## config.mk

```make
export PLATFORM = sky130hd
export DESIGN_NAME = hvn_hash_lane
export DESIGN_NICKNAME = d
export VERILOG_FILES = /design/src/design/hvn_pkg.sv /design/src/design/hvn_hash_lane.sv
export SDC_FILE = /design/constraint.sdc
export NUM_CORES = 2
export LEC_CHECK = 0
export ABC_AREA = 0
export BUFFER_PORTS_ARGS = -buffer_cell sky130_fd_sc_hd__buf_2
export CAP_MARGIN = 25
export CORE_ASPECT_RATIO = 0.7
export CORE_MARGIN = 2
export CORE_UTILIZATION = 50
export CTS_BUF_LIST = sky130_fd_sc_hd__clkbuf_8
export DETAILED_ROUTE_END_ITERATION = 16
export PLACE_DENSITY = 0.69
export SETUP_SLACK_MARGIN = 0.02
export SYNTH_ARGS = -nofsm -noshare
export SYNTH_HDL_FRONTEND = slang
export SYNTH_SLANG_ARGS = --single-unit
```

## constraint.sdc

```tcl
create_clock -name i_clk -period 9.4 [get_ports i_clk]
set_input_delay 0.94 -clock i_clk [delete_from_list [all_inputs] [get_ports i_clk]]
set_output_delay 0.94 -clock i_clk [all_outputs]
set_load 0.02 [all_outputs]
```

## src/design/hvn_pkg.sv

```systemverilog
// shared types and constants for the hashed value noise block
`default_nettype none
package hvn_pkg;
    localparam int DATA_W  = 32;
    localparam int FRAC_W  = 10;
    localparam int QUO_W   = DATA_W + FRAC_W;
    localparam int NCELLS  = QUO_W;
    localparam int OUT_W   = 11;
    localparam int SMOOTH_W = 10;

    localparam logic [31:0] HASH_MUL_A = 32'h7feb352d;
    localparam logic [31:0] HASH_MUL_B = 32'h846ca68b;
    localparam logic [31:0] INDEX_MUL  = 32'h9e3779b9;
    localparam logic [31:0] INDEX_ADD  = 32'h85ebca6b;
    localparam logic [31:0] PERIOD_RST = 32'd1024;
    localparam logic [31:0] SEED_RST   = 32'd0;

    localparam logic REG_PERIOD = 1'b0;
    localparam logic REG_SEED   = 1'b1;

    typedef struct packed {
        logic [DATA_W-1:0] rem;
        logic [DATA_W-1:0] num;
        logic [QUO_W-1:0]  quo;
    } t_div;
endpackage
`default_nettype wire

```

## src/design/hvn_hash_lane.sv

```systemverilog
// pipelined lattice hash, index to signed q10 value in four stages
`default_nettype none
module hvn_hash_lane import hvn_pkg::*; (
    input  wire logic              i_clk,
    input  wire logic              i_en,
    input  wire logic [DATA_W-1:0] i_index,
    input  wire logic [DATA_W-1:0] i_seed,
    output logic signed [OUT_W-1:0] o_value
);
    logic [DATA_W-1:0] r_m;
    logic [DATA_W-1:0] r_y;
    logic [DATA_W-1:0] r_w;
    logic signed [OUT_W-1:0] r_v;
    logic [DATA_W-1:0] w_x;
    logic [DATA_W-1:0] w_z;
    logic [DATA_W-1:0] w_h;

    always_comb begin
        w_x = i_seed ^ (r_m + INDEX_ADD);
        w_z = r_y ^ (r_y >> 15);
        w_h = r_w ^ (r_w >> 16);
    end

    always_ff @(posedge i_clk) begin
        if (i_en) begin
            r_m <= i_index * INDEX_MUL;
            r_y <= (w_x ^ (w_x >> 16)) * HASH_MUL_A;
            r_w <= w_z * HASH_MUL_B;
            r_v <= {~w_h[OUT_W-1], w_h[OUT_W-2:0]};
        end
    end

    assign o_value = r_v;
endmodule
`default_nettype wire

```

==> flow_metrics.tcl <==
set metrics [dict create \
    dpl.hpwl_mm 66.5 \
    vias_per_cell 5.21 \
    fillers 4922 \
    synthArstFlopShare_pct 0 \
    path_class "register to register" \
    status "complete, no violations" \
    synth_cell_types 55 \
    grt_pass1_vias 20296 \
    fin_tns_setup_ns 0 \
    grt_util_all_layers_pct 26.7 \
    synth-seq-cells 97 \
    drv_cap 0 \
    crit_slowest_cell "or4_1" \
    syn_area_mm2 0.0282 \
    die_h_um 203 \
    synth_edf_count 97 \
    num_rows 72 \
    max_freq_mhz 111 \
    root_buffer "clkbuf_8" \
    yosys.area_share.simple_pct 3.26 \
    drcViolationCount 0 \
    clock_latency_ns 0.41 \
    drive_above_1_share_pct 5.18 \
    die_x_um 288 \
    relSlewSlack_pct 35.7 \
    cts_tree "yes" \
    rsz0062_at_grt "yes" \
    routedWlPerCell_um 20.7 \
    max_stage_delay_ns 0.60 \
    skew_ns 0.0158 \
    final_area_mm2 0.0301 \
    synth_top_family_by_area "adder cells" \
    cp-end-kind "register" \
    ant_nets 0 \
    synthMuxAreaShare_pct 0.0354 \
    numClockSinks 97 \
    r2r_slack_ns 0.40 \
    final_cell_mix "842 x inv_1, 541 x ha_1, 519 x fa_1" \
    worstPathMaxFanout 8 \
    hold_viol 0 \
    diodes 0 \
    grt_max_degree 73 \
    critPathRequiredTime_ns 9.56 \
    ys_warn_count 0 \
    r2r-end "r_y[30]" \
    clk_pin_slew_worst_paths_ns 0.11 \
    fin_crit_sh_pct 95.7 \
    final_common_cell "inv_1" \
    placed_area_mm2 0.0298 \
    post-route-util_pct 54.2 \
    final_nets 3940 \
    synth_compound_area_share_pct 4.58 \
    vias 18543 \
    synth_area_leaders "fa_1 37%, ha_1 24%, inv_1 11%" \
    htree_levels 3 \
    drt-total-wl_mm 73.6 \
    synth_top_area_cell "fa_1" \
    numCtsBuffers 9 \
    min_delay_path_depth 1 \
    drtIter0Drc 1360 \
    antenna_found_initial 0 \
    avgSynthCellArea_um2 10.5 \
    ys.flop_type "edfxtp_1" \
    stdcell_count 3558 \
    dieArea_mm2 0.0584 \
    slew_violations 0 \
    synth_fp_nets 3818 \
    ys_seq_area_share_pct 10.3 \
    overflow 0 \
    core_mm2 0.0555 \
    synthAdderAreaFrac_pct 60.8 \
    initial_core_util_pct 50.9 \
    syn_to_final_growth_pct 6.44 \
    holdCritPathClass "register to register" \
    first_pass_iters 7 \
    rr_worst_depth 29 \
    syn_inst 2692 \
    cp.arrival_ns 9.16 \
    final-setup-viol-count 0 \
    path_common_cell "fa_1" \
    min_to "o_value[5]" \
    min_from "r_w[5]" \
    io_buffers 76 \
    place_inst 3543 \
    r2r_start "r_m[14]" \
    tightest_slew_ns 0.965 \
    final.min_clock_period_ns 9.00 \
    gp_congestion 1.02 \
    grt_pass1_wl_mm 116 \
    synth-xor-area-share_pct 9.85 \
    start_kind "register" \
    num_io_pins 77 \
    clockBufferDepth 2 \
    synth_top_area_share_pct 36.8 \
    post_cts_buffers 0 \
]
## state kept, by name, summed over array words and instances (netlist names)
name and cells:
r_y 32, r_w 22, r_m 32, o_value 11
## what timing repair did
item / in CTS / in global routing
resized for setup: 0 / 5
hold buffers: 0 / 0
setup endpoints to repair: 0 / 1
## worst max path at each step
stage | startpoint | end
3_5_place_dp | r_m[0] | r_y[31]
2_1_floorplan | r_m[0] | r_y[31]
4_1_cts | r_m[0] | r_y[31]
5_1_grt | r_m[14] | r_y[30]
3_3_place_gp | r_m[0] | r_y[31]
6_report | r_m[14] | r_y[30]
## synthesized netlist by cell type, types with 3 or more instances
master and number:
or4_1 7, or2_2 7, and2_1 9, a21o_1 33, o21a_1 14, nand2b_1 9, o22ai_1 4, a31oi_1 7
xnor3_1 8, nand3_1 14, inv_1 842, nor2b_1 11, nor2_1 52, o21ai_0 33, o21bai_1 10, a21oi_1 68
ha_1 541, nand4_1 7, o2111ai_1 5, o31ai_1 3, xnor2_1 205, edfxtp_1 97, fa_1 519, nor3_1 12
nand2_1 41, and3_1 4, xor2_1 92
## worst max-delay path: cells and delay by family (launching register included)
family / cells / cell delay [ns]
AO/OA/AOI/OAI: 8 / 1.86
XOR/XNOR: 4 / 0.96
adder cells (fa/ha/maj): 8 / 3.53
buffers and inverters: 6 / 0.60
flip-flops: 1 / 0.50
AND/OR/NAND/NOR: 3 / 1.27
## area by class of cell
type	count	area, um^2	area share (%)
clock inverters	6	77.6	0.258
repair buffers	112	653	2.17
clock buffers	9	124	0.412
multi-input cells	1751	22200	73.9
flip-flops and latches	97	2910	9.69
inverters	843	3160	10.5
well taps	740	926	3.08
## stage by stage
stage | worst slack, ns | hold WS (ns)
6_report | 0.405 | 0.569
5_1_grt | 0.00820 | 0.592
4_1_cts | 0.264 | 0.577
3_5_place_dp | 0.306 | 0.560
3_3_place_gp | 0.399 | 0.552
2_1_floorplan | 0.439 | 0.526
## kinds of logic (layout without fill, tap and decap cells)
kind of cell | count (synthesis) | after routing
DFF | 97 | 97
adders and majority gates | 1060 | 1060
AOI/OAI and AO/OA | 200 | 200
xor gates and xnor gates | 305 | 305
buffers and inverters | 844 | 970
and+or+nand+nor | 185 | 185
muxes | 1 | 1
## routing by layer
metal | routed length, um | vias up | global-route usage [%]
li1 | - | 8509 | -
met1 | 35200 | 9380 | 40.3
met2 | 29700 | 613 | 37.1
met3 | 8120 | 41 | 10.2
met4 | 606 | 0 | 2.96
met5 | 0 | - | 0
Power is left out: the tool's default activity adds up to more than one toggle a clock period on the data nets, which glitch-free logic cannot reach.
