`config.mk`:
```
export PLATFORM = sky130hd
export DESIGN_NAME = hvn_div_cell
export DESIGN_NICKNAME = d
export VERILOG_FILES = /design/src/design/hvn_pkg.sv /design/src/design/hvn_div_cell.sv
export SDC_FILE = /design/constraint.sdc
export NUM_CORES = 1
export LEC_CHECK = 0
export BUFFER_PORTS_ARGS = -buffer_cell sky130_fd_sc_hd__buf_2
export CAP_MARGIN = 5
export CORE_UTILIZATION = 52
export CTS_BUF_LIST = sky130_fd_sc_hd__clkbuf_4 sky130_fd_sc_hd__clkbuf_8
export DETAILED_ROUTE_END_ITERATION = 10
export PLACE_DENSITY_LB_ADDON = 0.15
export SKIP_LAST_GASP = 1
export SLEW_MARGIN = 20
export SYNTH_ARGS = -nofsm -noshare
export SYNTH_HDL_FRONTEND = slang
export SYNTH_SLANG_ARGS = --single-unit
```
`constraint.sdc`:
```
create_clock -name i_clk -period 7.61 [get_ports i_clk]
set_input_delay 0 -clock i_clk [delete_from_list [all_inputs] [get_ports i_clk]]
set_output_delay 0 -clock i_clk [all_outputs]
set_load 0.02 [all_outputs]
```
`src/design/hvn_pkg.sv`:
```
// shared types and constants for the hashed value noise block
`default_nettype none
package hvn_pkg;
    localparam int DATA_W  = 32;
    localparam int FRAC_W  = 10;
    localparam int QUO_W   = DATA_W + FRAC_W;
    localparam int NCELLS  = QUO_W;
    localparam int OUT_W   = 11;
    localparam int SMOOTH_W = 10;

    localparam logic [31:0] HASH_MUL_A = 32'h7feb352d;
    localparam logic [31:0] HASH_MUL_B = 32'h846ca68b;
    localparam logic [31:0] INDEX_MUL  = 32'h9e3779b9;
    localparam logic [31:0] INDEX_ADD  = 32'h85ebca6b;
    localparam logic [31:0] PERIOD_RST = 32'd1024;
    localparam logic [31:0] SEED_RST   = 32'd0;

    localparam logic REG_PERIOD = 1'b0;
    localparam logic REG_SEED   = 1'b1;

    typedef struct packed {
        logic [DATA_W-1:0] rem;
        logic [DATA_W-1:0] num;
        logic [QUO_W-1:0]  quo;
    } t_div;
endpackage
`default_nettype wire

```
`src/design/hvn_div_cell.sv`:
```
// one restoring division cell, one quotient bit per cell
`default_nettype none
module hvn_div_cell import hvn_pkg::*; (
    input  wire logic              i_clk,
    input  wire logic              i_rst_n,
    input  wire logic              i_en,
    input  wire logic              i_valid,
    input  wire t_div              i_d,
    input  wire logic [DATA_W-1:0] i_period,
    output logic                   o_valid,
    output t_div                   o_d
);
    logic        r_valid;
    t_div        r_d;
    t_div        n_d;
    logic [DATA_W:0] w_sh;
    logic [DATA_W:0] w_diff;
    logic        w_ge;

    always_comb begin
        w_sh   = {i_d.rem, i_d.num[DATA_W-1]};
        w_diff = w_sh - {1'b0, i_period};
        w_ge   = w_sh >= {1'b0, i_period};
        n_d.rem = w_ge ? w_diff[DATA_W-1:0] : w_sh[DATA_W-1:0];
        n_d.num = {i_d.num[DATA_W-2:0], 1'b0};
        n_d.quo = {i_d.quo[QUO_W-2:0], w_ge};
    end

    always_ff @(posedge i_clk) begin
        if (!i_rst_n) begin
            r_valid <= 1'b0;
        end else if (i_en) begin
            r_valid <= i_valid;
        end
    end

    always_ff @(posedge i_clk) begin
        if (i_en) begin
            r_d <= n_d;
        end
    end

    assign o_valid = r_valid;
    assign o_d     = r_d;
endmodule
`default_nettype wire

```
==> results of run 1 <==
layout make-up:
cell class	instances	area, sq um	share of cell area
Tap cell	133	166	0.0209
Multi-Input combinational cell	291	2000	0.250
Sequential cell	106	3170	0.398
Antenna cell	1	2.50	0.000314
Clock buffer	9	124	0.0155
Clock inverter	7	83.8	0.0105
Timing Repair Buffer	352	2290	0.287
Inverter	38	143	0.0179
per-layer routing:
layer	wire (um)	vias to the layer above
li1	-	2348
met1	6570	2337
met4	499	0
met2	8780	208
met3	884	32
met5	0	-
critical path, cell delays in order:
cell,delay [ns]
dlygate4sd3_1,0.57
buf_2,0.14
ha_1,0.41
nand4_1,0.19
or4_1,0.50
a21oi_1,0.13
nor3_1,0.09
a211oi_2,0.24
o21ai_2,0.17
o31ai_4,0.75
buf_4,0.47
mux2_2,0.38
power breakdown:
part / switching [mW] / internal, mW / total [mW]
sequential: 0.0178 / 0.716 / 0.733
clock: 0.214 / 0.158 / 0.372
combinational: 0.255 / 0.184 / 0.439
sequential cells by signal (all words and copies together) (netlist names):
signal,cells
o_d,105
o_valid,1
cells in the final DEF, fill, tap and decap left out, types with 2 or more instances in the layout:
cell type        n
ha_1            32
a211o_1          2
a2bb2oi_1        2
xor2_1          11
clkbuf_8         9
nor2_1          36
xnor2_1         16
inv_8            2
nor3_1           2
buf_2          245
edfxtp_1       105
mux2i_1          3
nand2b_1         4
nor2b_1          3
clkinvlp_4       3
nor4_1           4
and4_1           2
o41ai_1          2
nand4_1          7
a21o_1          12
o21bai_1         3
a31oi_1          5
a211oi_1         3
a21oi_1         54
mux2_2           6
nand3_1          8
o21a_1           6
mux2_1           4
buf_4            3
dlygate4sd3_1  104
o211ai_1         4
o21ai_0         16
o22ai_1          2
inv_1           38
nand2_1         27
cell families (layout without fill, tap and decap cells):
family,after synthesis,count (layout)
compound gates,118,118
flops,106,106
simple gates,99,99
buf+inv,56,406
fa+ha+maj,33,33
xor+xnor,27,27
mux,13,13
other cells,1,2
through the flow:
stage                     hold WS [ns]   util  setup slack [ns]  cells  total power, mW
after CTS                     0.000890  0.805              3.71    936             1.53
after global placement           0.177  0.679              3.90    816             1.12
after floorplan                 0.0989      -              4.84    453            0.990
after detailed placement         0.178  0.679              3.89    816             1.13
after global routing            0.0583  0.805              3.44    937             1.61
final                           0.0248  0.805              3.69    937             1.54
path summary, 6_finish.rpt:
check	from	to	slack [ns]
hold reg to reg	o_valid	o_valid	1.12
setup / recovery	i_d[90]	o_d[77]	3.69
hold / removal	i_d[91]	o_d[92]	0.02
setup reg to reg	o_valid	o_valid	6.40
==> impl_metrics.json, run 1 <==
{
  "synth_top_family_by_area": "compound AO/OA/AOI/OAI gates",
  "synthTopCellsByCount": "edfxtp_1 (105), a21oi_1 (54), inv_1 (38)",
  "place_area_sq_um": 6730,
  "ys_ff_latch": 106,
  "syn_area_per_cell_sq_um": 11.9,
  "drc": 0,
  "synth_cells": 453,
  "viasPerCell": 5.26,
  "worstRegToRegCells": 3,
  "coreArea_sq_um": 9910,
  "place.gp.congestion": 0.943,
  "use_met1": 0.366,
  "clk_pin_slew_ns": 0.11,
  "min_period_over_period": 0.515,
  "relSlewSlack": 0.352,
  "p_leak_nw": 3.61,
  "skew_ns": 0,
  "clk_path_buf_depth": 2,
  "hold_viol_final": 0,
  "cts_setup_buffers": 0,
  "top_usage_layer": "met2",
  "num_vias": 4925,
  "grt_usage": 0.313,
  "insertion_delay_ns": 0.37,
  "synth_edf_count": 105,
  "synth_fp_nets": 628,
  "max_cap_viol_count": 0,
  "async_reset_ff_frac": 0,
  "cts_inserted_buffers": 9,
  "rsz0062_at_grt": "false",
  "wirelength_mm": 16.7,
  "start_util": 0.546,
  "cts_sinks": 106,
  "drive_above_1_share": 0.342,
  "nets": 973,
  "cts_tree": "yes",
  "die_h_um": 104,
  "met3_usage": 0.0489,
  "critPathKind": "in2reg",
  "cellPowerDensity_nw_per_um2": 193,
  "status": "complete, no violations",
  "arrival_ns": 4.05,
  "setup_viol": 0,
  "antenna_found_initial": 1,
  "worst_pin_slew_ns": 0.972,
  "htreeDepth": 3,
  "synth_adder_area_share": 0.0777,
  "synth-simple-area-share": 0.0849,
  "grt_start_max_net_pins": 81,
  "synth_area_leaders": "edfxtp_1 (58%), ha_1 (7.4%), a21oi_1 (5.0%), inv_1 (2.6%), xnor2_1 (2.6%)",
  "drtAntennaViolNets": 0,
  "synth-compound-area-share": 0.136,
  "startpoint_type": "primary input",
  "synth_most_common_cell": "edfxtp_1",
  "wl_per_cell_um": 17.9,
  "drt_iter0_markers": 345,
  "period_minus_slack_ns": 3.92,
  "hold_depth": 3,
  "synth_area_sq_um": 5410,
  "overflow": 0,
  "synth_cell_types": 49,
  "muxShareOfSynthArea": 0.0264,
  "ys_warn_count": 0,
  "ctsResizeCount": 0,
  "fillers": 614,
  "fp.dieW_um": 104,
  "portBuffers": 246,
  "drt_first_pass_iters": 5,
  "report.final.slew_viol_count": 0,
  "dpl.hpwl_mm": 10.3,
  "max_freq_ghz": 0.255,
  "yosysTopAreaCellShare": 0.583,
  "grt_pass1_vias": 4908,
  "die_area_sq_um": 10800,
  "vdd_drop_max_uv": 108,
  "rows": 36,
  "yosysTopAreaCell": "edfxtp_1",
  "critPathMaxFanout": 35,
  "cts_hold_buffers": 104,
  "required_ns": 7.74,
  "ys_seq_area_frac": 0.587,
  "stdcell_area_sq_um": 7980,
  "tns_ns": 0,
  "synth_xor_area_frac": 0.0437,
  "io_pins": 249,
  "use_met2": 0.572,
  "cts-root-buf": "clkbuf_8",
  "synthFlopType": "edfxtp_1",
  "worstSetupEndpointType": "flop",
  "hold_path_class": "in2reg",
  "area_growth_pct": 47.6,
  "grt_pass1_wl_mm": 26.1
}
No activity file was read; power rests on OpenSTA's default activity.
==> run 2: changes to the inputs <==
CORE_UTILIZATION = 49   (was 52)
clock period = 3.9 ns   (was 7.61 ns; I/O delays follow)
==> impl_metrics.json, run 2 (synthesized netlist as in run 1, its figures left out) <==
{
  "status": "complete, no violations",
  "place_ws_ns": 0.649,
  "total_power_mw": 2.93,
  "ctsResizeCount": 0,
  "viasPerCell": 5.20,
  "required_ns": 4.03,
  "layout_common_cells": "buf_2 (245), edfxtp_1 (105), dlygate4sd3_1 (102), a21oi_1 (54), inv_1 (38)",
  "rows": 37,
  "cts_inserted_buffers": 9,
  "overflow": 0,
  "relSlewSlack": 0.449,
  "regArea_sq_um": 3170,
  "fillers": 686,
  "skew_ns": 0,
  "drtAntennaViolNets": 0,
  "report.final.slew_viol_count": 0,
  "rsz0062_at_grt": "false",
  "arrival_ns": 3.52,
  "wl_per_cell_um": 17.2,
  "drive_above_1_share": 0.345,
  "drt_first_pass_iters": 5,
  "min_period_over_period": 0.869,
  "critPathKind": "in2reg",
  "antenna_found_initial": 0,
  "startpoint_type": "primary input",
  "max_cap_viol_count": 0,
  "grt_start_max_net_pins": 67,
  "place_area_sq_um": 6750,
  "multi_input_area_sq_um": 2000,
  "cts-root-buf": "clkbuf_8",
  "hold_path_class": "in2reg",
  "critPathMaxFanout": 4,
  "clk_path_buf_depth": 2,
  "diodes": 0,
  "grt_usage": 0.284,
  "period_minus_slack_ns": 3.39,
  "postLayoutCoreUtil": 0.757,
  "max_freq_ghz": 0.295,
  "setup_viol": 0,
  "tns_ns": 0,
  "insertion_delay_ns": 0.37,
  "num_vias": 4882,
  "worst_pin_slew_ns": 0.826,
  "start_util": 0.515,
  "hold_viol_final": 0,
  "place.gp.congestion": 0.845,
  "vdd_drop_max_uv": 196,
  "cellPowerDensity_nw_per_um2": 369,
  "grt_pass1_wl_mm": 24.5,
  "fp.dieW_um": 107,
  "cts_hold_buffers": 102,
  "clk_pin_slew_ns": 0.10,
  "drt_iter0_markers": 325,
  "cts_tree": "yes",
  "die_area_sq_um": 11500,
  "p_leak_nw": 3.60,
  "coreArea_sq_um": 10500,
  "grt_pass1_vias": 4873,
  "cts_sinks": 106,
  "worstSetupEndpointType": "flop",
  "io_pins": 249,
  "area_growth_pct": 47.1,
  "largest_register_ffs": 105,
  "stdcell_area_sq_um": 7950,
  "portBuffers": 246,
  "die_h_um": 107,
  "drc": 0,
  "wirelength_mm": 16.2,
  "dpl.hpwl_mm": 10.9,
  "cts_setup_buffers": 0,
  "htreeDepth": 3,
  "nets": 973,
  "setup_ws_ns": 0.510,
  "final_common_cell": "buf_2"
}
## run 2: cell types whose count changed in the layout (fill, tap and decap cells not counted), moves of 2 or more
cell           previous run  this run
clkinvlp_4                3         1
buf_4                     3         5
clkinv_4                  0         2
dlygate4sd3_1           104       102
## run 2: through the flow
stage	hold slack, ns	cells
6_report	0.0312	939
2_1_floorplan	0.0989	453
4_1_cts	0.0216	939
5_1_grt	0.0113	939
3_3_place_gp	0.177	821
3_5_place_dp	0.178	821
## run 2: final timing paths
kind                start       end  slack [ns]  cells past startpoint
setup / recovery  i_d[73]  o_d[104]        0.51                     14
hold / removal    i_d[93]   o_d[94]        0.03                      3
setup reg to reg  o_valid   o_valid        2.72                      3
hold reg to reg   o_valid   o_valid        1.12                      3
## run 2: worst max-delay path, stage by stage
cell,delay [ns]
dlygate4sd3_1,0.53
buf_2,0.11
inv_1,0.04
ha_1,0.22
fa_1,0.40
nand2b_1,0.17
a21oi_1,0.16
o21ai_0,0.21
o311a_1,0.38
a31oi_1,0.28
a21oi_1,0.20
o41ai_1,0.40
xor2_1,0.11
mux2_1,0.30
## run 2: cell type report
cell class / instances / share of cell area
Inverter: 38 / 0.0179
Tap cell: 136 / 0.0214
Clock inverter: 6 / 0.00661
Sequential cell: 106 / 0.399
Multi-Input combinational cell: 291 / 0.251
Timing Repair Buffer: 352 / 0.287
Clock buffer: 10 / 0.0165
## run 2: where the power goes
part           switching (mW)  internal [mW]  total (mW)
clock                   0.405          0.250       0.656
combinational           0.492          0.360       0.852
sequential             0.0319           1.40        1.43
## run 2: per-layer routing
layer | up-vias | global-route usage | routed length [um]
li1 | 2353 | - | -
met1 | 2274 | 0.317 | 6240
met2 | 218 | 0.518 | 8400
met3 | 37 | 0.0529 | 990
met4 | 0 | 0.140 | 563
met5 | - | 0 | 0
==> run 3: changes to the inputs <==
BUFFER_PORTS_ARGS = unset   (was -buffer_cell sky130_fd_sc_hd__buf_2)
CORE_UTILIZATION = 55   (was 49)
DONT_BUFFER_PORTS = 1   (was unset)
==> impl_metrics.json, run 3 (synthesized netlist as in run 1, its figures left out) <==
{
  "die_area_sq_um": 10200,
  "insertion_delay_ns": 0.36,
  "layout_common_cells": "dlygate4sd3_1 (109), edfxtp_1 (105), a21oi_1 (54), inv_1 (38), nor2_1 (36)",
  "relSlewSlack": 0.625,
  "vdd_drop_max_uv": 198,
  "grt_usage": 0.266,
  "clk_path_buf_depth": 2,
  "nets": 733,
  "dpl.hpwl_mm": 8.99,
  "hold_viol_final": 0,
  "hold_path_class": "in2reg",
  "fp.dieW_um": 101,
  "tns_ns": 0,
  "cts_inserted_buffers": 9,
  "min_period_over_period": 0.765,
  "place_area_sq_um": 5490,
  "critPathMaxFanout": 38,
  "skew_ns": 0,
  "ctsResizeCount": 0,
  "period_minus_slack_ns": 2.98,
  "critPathKind": "in2reg",
  "viasPerCell": 5.66,
  "p_leak_nw": 2.67,
  "cts_hold_buffers": 110,
  "place_ws_ns": 0.770,
  "max_cap_viol_count": 0,
  "drtAntennaViolNets": 0,
  "grt_start_max_net_pins": 107,
  "cellPowerDensity_nw_per_um2": 412,
  "cts_setup_buffers": 0,
  "timing.rr.end": "o_valid",
  "cts_sinks": 106,
  "largest_register_ffs": 105,
  "drc": 0,
  "io_pins": 249,
  "startpoint_type": "primary input",
  "hold_ws_ns": 0.0892,
  "clk_pin_slew_ns": 0.11,
  "grt_pass1_vias": 3942,
  "worstRegToRegCells": 3,
  "coreArea_sq_um": 9370,
  "drt_iter0_markers": 132,
  "antenna_found_initial": 0,
  "area_growth_pct": 26.0,
  "report.final.slew_viol_count": 0,
  "final_common_cell": "dlygate4sd3_1",
  "die_h_um": 101,
  "worst_pin_slew_ns": 0.557,
  "grt_pass1_wl_mm": 20.4,
  "cts-root-buf": "clkbuf_8",
  "met3_usage": 0.0649,
  "place.gp.congestion": 0.943,
  "wl_per_cell_um": 20.2,
  "hp-start": "i_en",
  "rsz0062_at_grt": "false",
  "cts_tree": "yes",
  "use_met2": 0.484,
  "top_usage_layer": "met2",
  "status": "complete, no violations",
  "max_freq_ghz": 0.335,
  "stdcell_area_sq_um": 6810,
  "start_util": 0.577,
  "setup_viol": 0,
  "htreeDepth": 3,
  "hold_depth": 1,
  "worstSetupEndpointType": "flop",
  "reg2reg_slack_ns": 2.59,
  "worstReg2RegStart": "o_valid",
  "arrival_ns": 3.12,
  "rows": 35,
  "portBuffers": 0,
  "diodes": 0,
  "drive_above_1_share": 0.0533,
  "min_to": "o_d[100]",
  "use_met1": 0.301,
  "postLayoutCoreUtil": 0.727,
  "required_ns": 4.03,
  "overflow": 0,
  "drt_first_pass_iters": 4,
  "setup_ws_ns": 0.918,
  "num_vias": 3916,
  "wirelength_mm": 14.0
}
run 3: how the worst max path moves through the flow:
stage / end / cells past startpoint / from
2_1_floorplan: o_d[100] / 12 / i_period[7]
3_3_place_gp: o_d[104] / 12 / i_d[73]
3_5_place_dp: o_d[104] / 12 / i_d[73]
4_1_cts: o_d[103] / 12 / i_period[16]
5_1_grt: o_d[103] / 12 / i_period[5]
6_report: o_d[103] / 12 / i_period[17]
run 3: where the power goes:
group	total [mW]	switching, mW	internal (mW)
Combinational	0.512	0.263	0.249
Clock	0.686	0.429	0.257
Sequential	1.61	0.206	1.41
run 3: per-layer routing:
| layer | wire, um | part of all wire |
|---|---|---|
| met5 | 0 | 0 |
| met4 | 398 | 0.028 |
| met3 | 894 | 0.064 |
| met2 | 7400 | 0.53 |
| met1 | 5300 | 0.38 |
run 3: per-stage QoR:
stage / std cells / power, mW
2_1_floorplan: 453 / 1.93
3_3_place_gp: 566 / 2.01
3_5_place_dp: 566 / 2.02
4_1_cts: 692 / 2.80
5_1_grt: 692 / 2.92
6_report: 692 / 2.81
run 3: worst max-delay path, stage by stage:
cell,delay [ns]
inv_1,0.02
ha_1,0.41
nand4_1,0.19
or4_1,0.50
a21oi_1,0.14
nor3_1,0.09
a211oi_2,0.25
o21ai_2,0.17
o31ai_4,0.26
buf_4,0.41
o22ai_1,0.12
dlygate4sd3_1,0.57
run 3: cell type report:
| cell class | instances | area, sq um |
|---|---|---|
| Sequential cell | 106 | 3170 |
| Tap cell | 129 | 161 |
| Multi-Input combinational cell | 291 | 2000 |
| Clock buffer | 9 | 124 |
| Timing Repair Buffer | 112 | 1130 |
| Fill cell | 659 | 2560 |
| Inverter | 38 | 143 |
| Clock inverter | 7 | 80.1 |
